File: src/design/u2c_pkg.sv
// ----------------------------------------------------------------------------
// u2c_pkg
// Shared types and codes for the UTF-8 to CP1252 PDF string transcoder.
// ----------------------------------------------------------------------------
package u2c_pkg;

    localparam int unsigned GRP_MAX = 4;

    // prefix that waits for more bytes
    localparam logic [2:0] PEND_NONE  = 3'd0;
    localparam logic [2:0] PEND_C3    = 3'd1;
    localparam logic [2:0] PEND_C2    = 3'd2;
    localparam logic [2:0] PEND_E2    = 3'd3;
    localparam logic [2:0] PEND_E2_82 = 3'd4;

    localparam logic [7:0] LEAD_C3    = 8'hC3;
    localparam logic [7:0] LEAD_C2    = 8'hC2;
    localparam logic [7:0] LEAD_E2    = 8'hE2;
    localparam logic [7:0] EURO_MID   = 8'h82;
    localparam logic [7:0] EURO_END   = 8'hAC;
    localparam logic [7:0] C3_OFFSET  = 8'h40;
    localparam logic [7:0] CP_EURO    = 8'h80;
    localparam logic [7:0] CH_QMARK   = 8'h3F;
    localparam logic [7:0] CH_LPAREN  = 8'h28;
    localparam logic [7:0] CH_RPAREN  = 8'h29;
    localparam logic [7:0] CH_BSLASH  = 8'h5C;

    typedef struct packed {
        logic [7:0] in_byte;
        logic       end_of_text;
    } in_item_t;

    typedef struct packed {
        logic [7:0] out_byte;
        logic       run_last;
        logic       text_done;
    } out_item_t;

    // bytes produced by one input byte
    typedef struct packed {
        logic [GRP_MAX-1:0][7:0] bytes;
        logic [2:0]              cnt;
    } grp_t;

endpackage

File: src/design/utf8_to_cp1252_pdf_escape_top.sv
// An accepted byte passes the input register and then the result register on the way to its first result byte.
// Throughput: one result byte per cycle while res_stall is low; an input byte that
// yields k > 1 bytes holds the input until its group has been handed out.
// The result register serializes each group, one byte per cycle while res_stall is low.
// Reset (rst_n low, asynchronous) empties both stages and clears the prefix.
// ----------------------------------------------------------------------------
// utf8_to_cp1252_pdf_escape_top
// UTF-8 to CP1252 transcoder with PDF string escaping: input register,
// decode and byte group result register.
// ----------------------------------------------------------------------------
module utf8_to_cp1252_pdf_escape_top
    import u2c_pkg::*;
(
    input  logic      clk,
    input  logic      rst_n,
    input  logic      byte_valid,
    output logic      byte_stall,
    input  in_item_t  byte_data,
    output logic      res_valid,
    input  logic      res_stall,
    output out_item_t res_data
);

    in_item_t   in_reg;
    logic       in_valid_reg;
    logic [2:0] pend_reg;
    logic [2:0] pend_next;
    grp_t       grp;
    logic       grp_free;
    logic       move;

    u2c_decode u_decode (
        .pend      (pend_reg),
        .item      (in_reg),
        .grp       (grp),
        .pend_next (pend_next)
    );

    // prefix-only transactions need no slot in the result register
    assign move       = in_valid_reg && ((grp.cnt == 3'd0) || grp_free);
    assign byte_stall = in_valid_reg && !move;

    u2c_emit u_emit (
        .clk       (clk),
        .rst_n     (rst_n),
        .load      (move && (grp.cnt != 3'd0)),
        .grp       (grp),
        .fin       (in_reg.end_of_text),
        .free      (grp_free),
        .res_valid (res_valid),
        .res_stall (res_stall),
        .res_data  (res_data)
    );

    always_ff @(posedge clk or negedge rst_n)
    begin
        if (!rst_n)
        begin
            in_valid_reg <= 1'b0;
            pend_reg     <= PEND_NONE;
        end
        else
        begin
            if (!byte_stall)
            begin
                in_valid_reg <= byte_valid;
            end
            if (move)
            begin
                pend_reg <= pend_next;
            end
        end
    end

    always_ff @(posedge clk)
    begin
        if (byte_valid && !byte_stall)
        begin
            in_reg <= byte_data;
        end
    end

`ifndef SYNTHESIS
    a_pend_range: assert property (@(posedge clk) disable iff (!rst_n)
        pend_reg == PEND_NONE || pend_reg == PEND_C3 || pend_reg == PEND_C2 ||
        pend_reg == PEND_E2 || pend_reg == PEND_E2_82)
        else $error("prefix register holds an unused code");

    a_end_clears: assert property (@(posedge clk) disable iff (!rst_n)
        (move && in_reg.end_of_text) |=> pend_reg == PEND_NONE)
        else $error("prefix left pending after end of text");

    a_end_has_result: assert property (@(posedge clk) disable iff (!rst_n)
        (in_valid_reg && in_reg.end_of_text) |-> grp.cnt != 3'd0)
        else $error("end of text produced no result");
`endif

endmodule

File: src/design/u2c_decode.sv
// ----------------------------------------------------------------------------
// u2c_decode
// Maps one UTF-8 byte and the pending prefix to a group of CP1252 bytes.
// ----------------------------------------------------------------------------
module u2c_decode
    import u2c_pkg::*;
(
    input  logic [2:0] pend,
    input  in_item_t   item,
    output grp_t       grp,
    output logic [2:0] pend_next
);

    logic [7:0] b;
    logic       fin;
    logic       is_esc;
    logic [1:0] lead_cnt;
    logic [7:0] lead0;
    logic [7:0] lead1;
    logic [2:0] lead_pend;

    assign b   = item.in_byte;
    assign fin = item.end_of_text;
    assign is_esc = (b == CH_LPAREN) || (b == CH_RPAREN) || (b == CH_BSLASH);

    // byte taken as the start of a new character
    always_comb
    begin
        lead_cnt  = 2'd1;
        lead0     = CH_QMARK;
        lead1     = b;
        lead_pend = PEND_NONE;
        if (!b[7])
        begin
            lead_cnt = is_esc ? 2'd2 : 2'd1;
            lead0    = is_esc ? CH_BSLASH : b;
        end
        else if (!fin && b == LEAD_C3)
        begin
            lead_cnt  = 2'd0;
            lead_pend = PEND_C3;
        end
        else if (!fin && b == LEAD_C2)
        begin
            lead_cnt  = 2'd0;
            lead_pend = PEND_C2;
        end
        else if (!fin && b == LEAD_E2)
        begin
            lead_cnt  = 2'd0;
            lead_pend = PEND_E2;
        end
    end

    always_comb
    begin
        grp.bytes = '0;
        grp.cnt   = 3'd0;
        pend_next = PEND_NONE;
        unique case (pend)
            PEND_C3:
            begin
                grp.bytes[0] = b + C3_OFFSET;
                grp.cnt      = 3'd1;
            end
            PEND_C2:
            begin
                grp.bytes[0] = b;
                grp.cnt      = 3'd1;
            end
            PEND_E2:
            begin
                if (b == EURO_MID && !fin)
                begin
                    pend_next = PEND_E2_82;
                end
                else
                begin
                    grp.bytes[0] = CH_QMARK;
                    grp.bytes[1] = lead0;
                    grp.bytes[2] = lead1;
                    grp.cnt      = 3'd1 + {1'b0, lead_cnt};
                    pend_next    = lead_pend;
                end
            end
            PEND_E2_82:
            begin
                if (b == EURO_END)
                begin
                    grp.bytes[0] = CP_EURO;
                    grp.cnt      = 3'd1;
                end
                else
                begin
                    // broken euro sequence: one mark for each stored byte
                    grp.bytes[0] = CH_QMARK;
                    grp.bytes[1] = CH_QMARK;
                    grp.bytes[2] = lead0;
                    grp.bytes[3] = lead1;
                    grp.cnt      = 3'd2 + {1'b0, lead_cnt};
                    pend_next    = lead_pend;
                end
            end
            default:
            begin
                grp.bytes[0] = lead0;
                grp.bytes[1] = lead1;
                grp.cnt      = {1'b0, lead_cnt};
                pend_next    = lead_pend;
            end
        endcase
    end

endmodule

File: src/design/u2c_emit.sv
// ----------------------------------------------------------------------------
// u2c_emit
// Result register: holds one byte group and hands it out a byte per cycle while res_stall is low.
// ----------------------------------------------------------------------------
module u2c_emit
    import u2c_pkg::*;
(
    input  logic      clk,
    input  logic      rst_n,
    input  logic      load,
    input  grp_t      grp,
    input  logic      fin,
    output logic      free,
    output logic      res_valid,
    input  logic      res_stall,
    output out_item_t res_data
);

    grp_t       grp_reg;
    logic       fin_reg;
    logic       valid_reg;
    logic [1:0] pos_reg;
    logic [1:0] pos_next;
    logic       last;

    assign last     = ({1'b0, pos_reg} == (grp_reg.cnt - 3'd1));
    assign free     = !valid_reg || (last && !res_stall);
    assign pos_next = pos_reg + 2'd1;

    assign res_valid          = valid_reg;
    assign res_data.out_byte  = grp_reg.bytes[pos_reg];
    assign res_data.run_last  = last;
    assign res_data.text_done = last && fin_reg;

    always_ff @(posedge clk or negedge rst_n)
    begin
        if (!rst_n)
        begin
            valid_reg <= 1'b0;
            pos_reg   <= 2'd0;
        end
        else if (load)
        begin
            valid_reg <= 1'b1;
            pos_reg   <= 2'd0;
        end
        else if (valid_reg && !res_stall)
        begin
            if (last)
            begin
                valid_reg <= 1'b0;
            end
            else
            begin
                pos_reg <= pos_next;
            end
        end
    end

    always_ff @(posedge clk)
    begin
        if (load)
        begin
            grp_reg <= grp;
            fin_reg <= fin;
        end
    end

`ifndef SYNTHESIS
    a_group_nonempty: assert property (@(posedge clk) disable iff (!rst_n)
        valid_reg |-> (grp_reg.cnt != 3'd0 && {1'b0, pos_reg} < grp_reg.cnt))
        else $error("result group empty or position past its end");

    a_no_overwrite: assert property (@(posedge clk) disable iff (!rst_n)
        load |-> (!valid_reg || (last && !res_stall)))
        else $error("group loaded over bytes not yet delivered");

    a_pos_step: assert property (@(posedge clk) disable iff (!rst_n)
        (valid_reg && !res_stall && !last && !load) |=> pos_reg == $past(pos_next))
        else $error("position did not advance after a transaction");
`endif

endmodule
File: config.mk
export PLATFORM = sky130hd
export DESIGN_NAME = utf8_to_cp1252_pdf_escape_top
export DESIGN_NICKNAME = d
export VERILOG_FILES = /design/src/design/u2c_pkg.sv /design/src/design/utf8_to_cp1252_pdf_escape_top.sv /design/src/design/u2c_decode.sv /design/src/design/u2c_emit.sv
export SDC_FILE = /design/constraint.sdc
export NUM_CORES = 1
export LEC_CHECK = 0
export ABC_AREA = 1
export BUFFER_PORTS_ARGS = -buffer_cell sky130_fd_sc_hd__buf_4
export CAP_MARGIN = 25
export CORE_MARGIN = 2
export CORE_UTILIZATION = 59
export DETAILED_ROUTE_END_ITERATION = 16
export PLACE_DENSITY = 0.79
export SYNTH_ARGS = -nofsm -noshare
export SYNTH_HDL_FRONTEND = slang
export SYNTH_HIERARCHICAL = 1
export SYNTH_SLANG_ARGS = --single-unit
File: constraint.sdc
create_clock -name clk -period 3.5 [get_ports clk]
set_input_delay 0.7 -clock clk [delete_from_list [all_inputs] [get_ports clk]]
set_output_delay 0.7 -clock clk [all_outputs]
set_load 0.005 [all_outputs]
==> impl_metrics.ini <==
[place]
gp_congestion = 0.8569
dp_hpwl_um = 4059
dp_cells = 361
io_buffer_count = 24
dpl_cell_area_mm2 = 0.003039

[die]
core_area_mm2 = 0.004661
num_rows = 25
dieHeight_um = 73.23
die_w_um = 73.23
die-area_mm2 = 0.005363
ios = 25
initial_core_util = 0.6067

[layout]
fin_util = 0.6709
fin_cells = 370
n_fill_cell = 359
area_growth_pct = 10.58
stdcell_area_mm2 = 0.003127
final_nets = 333
drive_gt1_frac = 0.2373
diodes = 0
largest_reg_flops = 35

[synthesis]
synth_cell_types = 34
synth_area_per_cell_um2 = 9.818
synth_area_mm2 = 0.002828
synth_seq_cells = 52
synthCells = 288
syn-num-nets = 306
ys_warn_count = 6
seq_area_frac_synth = 0.5398

[cts]
cts_max_level = 2
postCtsResizedCells = 0
cts_made_buffers = 5
clockRootBuffer = clkbuf_8
ctsHoldBuffers = 0
cts_tree = yes
clk_latency_ns = 0.30
cts_buffer_depth = 2
clock-sinks = 52
clk_pin_slew_worst_paths_ns = 0.08

[worst_hold_path]
hp-class = in -> async

[detailed_routing]
met3_length_um = 353
routed_via_density = 5.795
met2WireLength_um = 2693
drtIter0Drc = 237
remaining_drc_errors = 0
wl_met1_um = 2536
wl_per_cell_um = 15.39
highest_layer = met4
num_vias = 2144
drt_wl_total_um = 5694
drtPass1Iterations = 4
antenna_left = 0

[global_route]
grt_max_degree = 37
grt_pass1_wl_um = 9266
track_usage = 0.2308
grt_overflow = 0
first_global_vias = 1995
antenna_found_initial = 0

[pwr]
p_sw_w = 0.0007276
power_report.internal_total_w = 0.001315
vdd_drop_max_uv = 380.3
p_comb_frac = 0.362
netSwitchingFraction = 0.3562
power_frac_seq = 0.482
power.leakage_nw = 1.308
power.density_mw_per_mm2 = 653.4
clkPwrFrac = 0.155

[sta]
maxSlewViolCount = 0
fin_worst_skew_ns = 0.002298
max_freq_mhz = 326.9
finalHoldViolations = 0
whs_ns = 0.1977
fin_tns_setup_ns = 0
rsz0062_at_grt = false
min_period_over_period = 0.8739
tightest_slew_ns = 0.4657
slew_headroom = 0.6895
finalSetupViolCount = 0
layout_min_cycle_time_ns = 3.059

[worst_setup_path]
cp-end-kind = output pin
slowest_delay_ns = 0.44
crit_chain = inv_1 > ha_1 > nand3_2 > nand2_4 > inv_4 > nand2_1 > o211ai_1 > nor2_2 > nand2_2 > nand3_1 > inv_1 > buf_4
path_class = reg -> out
critPathSlowestCell = edfxtp_1
worstPathRequired_ns = 2.80
critPathMostFrequentCell = inv_1
arrival_ns = 2.36
cp-start-kind = flip-flop
cp_max_fo = 13

[run]
drv_cap = 0

[outcome]
status = complete, no violations
-- power by group through the flow --
stage,Clock (W),Combinational (W),Sequential [W]
3_3_place_gp,0,0.000709,0.000997
5_1_grt,0.000342,0.000825,0.00101
4_1_cts,0.000325,0.000731,0.000990
3_5_place_dp,0,0.000729,0.00100
2_1_floorplan,0,0.000509,0.000970
6_report,0.000318,0.000740,0.000986
-- Yosys cell counts --
cell type	count	area, um2
nor3_1	2	10.01
o21ai_1	6	30.03
inv_1	20	75.07
inv_2	10	37.54
o21ai_4	1	16.27
nor2_2	3	18.77
nor2_4	3	33.78
o21ai_2	3	26.28
ha_1	5	62.56
nand4_1	5	31.28
nor3_4	1	16.27
clkinv_1	1	3.750
buf_6	1	11.26
edfxtp_1	45	1351
nand3b_4	1	20.02
nand3_4	1	17.52
nand3_2	6	60.06
o21ai_0	21	105.1
xor2_1	1	8.760
xnor2_2	1	16.27
buf_4	4	30.03
nand3_1	12	60.06
buf_2	2	10.01
nand2_2	7	43.79
nand2_1	45	168.9
o221ai_1	2	17.52
a21oi_1	9	45.04
o22ai_1	11	68.82
nor2_1	39	146.4
inv_4	2	12.51
o21a_1	1	7.510
nand2_4	4	45.04
o211ai_1	6	45.04
dfrtp_1	7	175.2
-- final cells by class --
cell class / count / area [um2] / share of cell area
Tap cell: 54 / 67.56 / 0.02161
Sequential cell: 52 / 1526 / 0.4882
Timing Repair Buffer: 27 / 202.7 / 0.06483
Clock buffer: 7 / 76.32 / 0.02441
Inverter: 33 / 128.9 / 0.04122
Clock inverter: 1 / 3.754 / 0.001200
Multi-Input combinational cell: 196 / 1121 / 0.3585
-- critical path, delay by kind of cell, from the launching register on --
family | cells | cell delay, ns
buffers and inverters | 4 | 0.53
AO/OA/AOI/OAI | 1 | 0.11
flip-flops | 1 | 0.44
AND/OR/NAND/NOR | 6 | 0.71
adder cells (fa/ha/maj) | 1 | 0.27
-- cell families after synthesis --
kind of cell,count (synthesis),synth area share
and+or+nand+nor,129,0.2376
AOI/OAI and AO/OA,60,0.1279
DFF,52,0.5398
buffers and inverters,40,0.06372
adders and majority gates,5,0.02212
xor gates and xnor gates,2,0.008852
-- timing repair --
action,in CTS,in global routing
hold endpoints to repair,0,0
endpoints found under the setup margin,0,1
buffers inserted,0,1
-- routing by layer --
| metal | global-route usage | vias up |
|---|---|---|
| li1 | - | 1054 |
| met1 | 0.3168 | 1009 |
| met2 | 0.3584 | 69 |
| met3 | 0.04972 | 12 |
| met4 | 0.09259 | 0 |
| met5 | 0 | - |
-- placed cells by master (no fill, tap or decap) --
master,synthesis,routed
o21ai_4,1,1
buf_4,4,27
nand2_1,45,45
o21ai_1,6,6
nand3_2,6,6
inv_2,10,10
o21ai_2,3,3
o22ai_1,11,11
nand2_2,7,7
nor2_4,3,3
nand3_4,1,1
clkinv_1,1,2
edfxtp_1,45,45
nand4_1,5,5
xor2_1,1,1
clkbuf_1,0,2
o21ai_0,21,21
nand3_1,12,12
o21a_1,1,1
nand3b_4,1,1
nor3_4,1,1
o211ai_1,6,6
ha_1,5,5
dfrtp_1,7,7
nor3_1,2,2
nand2_4,4,4
inv_4,2,2
a21oi_1,9,9
o221ai_1,2,2
inv_1,20,20
clkbuf_8,0,5
nor2_1,39,39
xnor2_2,1,1
nor2_2,3,3
-- per-stage QoR --
stage | total power (W) | setup slack [ns]
floorplan | 0.001479 | 0.4286
global placement | 0.001706 | 0.6070
detailed placement | 0.001734 | 0.5515
CTS | 0.002046 | 0.2036
global route | 0.002172 | 0.2726
finish | 0.002043 | 0.4412
-- worst paths after layout --
path	slack (ns)	endpoint	startpoint	cells past startpoint
max	0.44	byte_stall	in_reg[7]$_DFFE_PP_	12
min reg2reg	0.50	u_emit/fin_reg$_DFFE_PP_	in_reg[0]$_DFFE_PP_	0
min in group clk	0.50	u_emit/fin_reg$_DFFE_PP_	in_reg[0]$_DFFE_PP_	0
max in group asynchronous	3.18	u_emit/res_valid$_DFFE_PN0P_	rst_n	1
min	0.20	u_emit/pos_reg[1]$_DFFE_PN0P_	rst_n	1
max reg2reg	0.85	u_emit/grp_reg[7]$_DFFE_PP_	in_reg[8]$_DFFE_PP_	13
No activity file was read; power rests on OpenSTA's default activity.
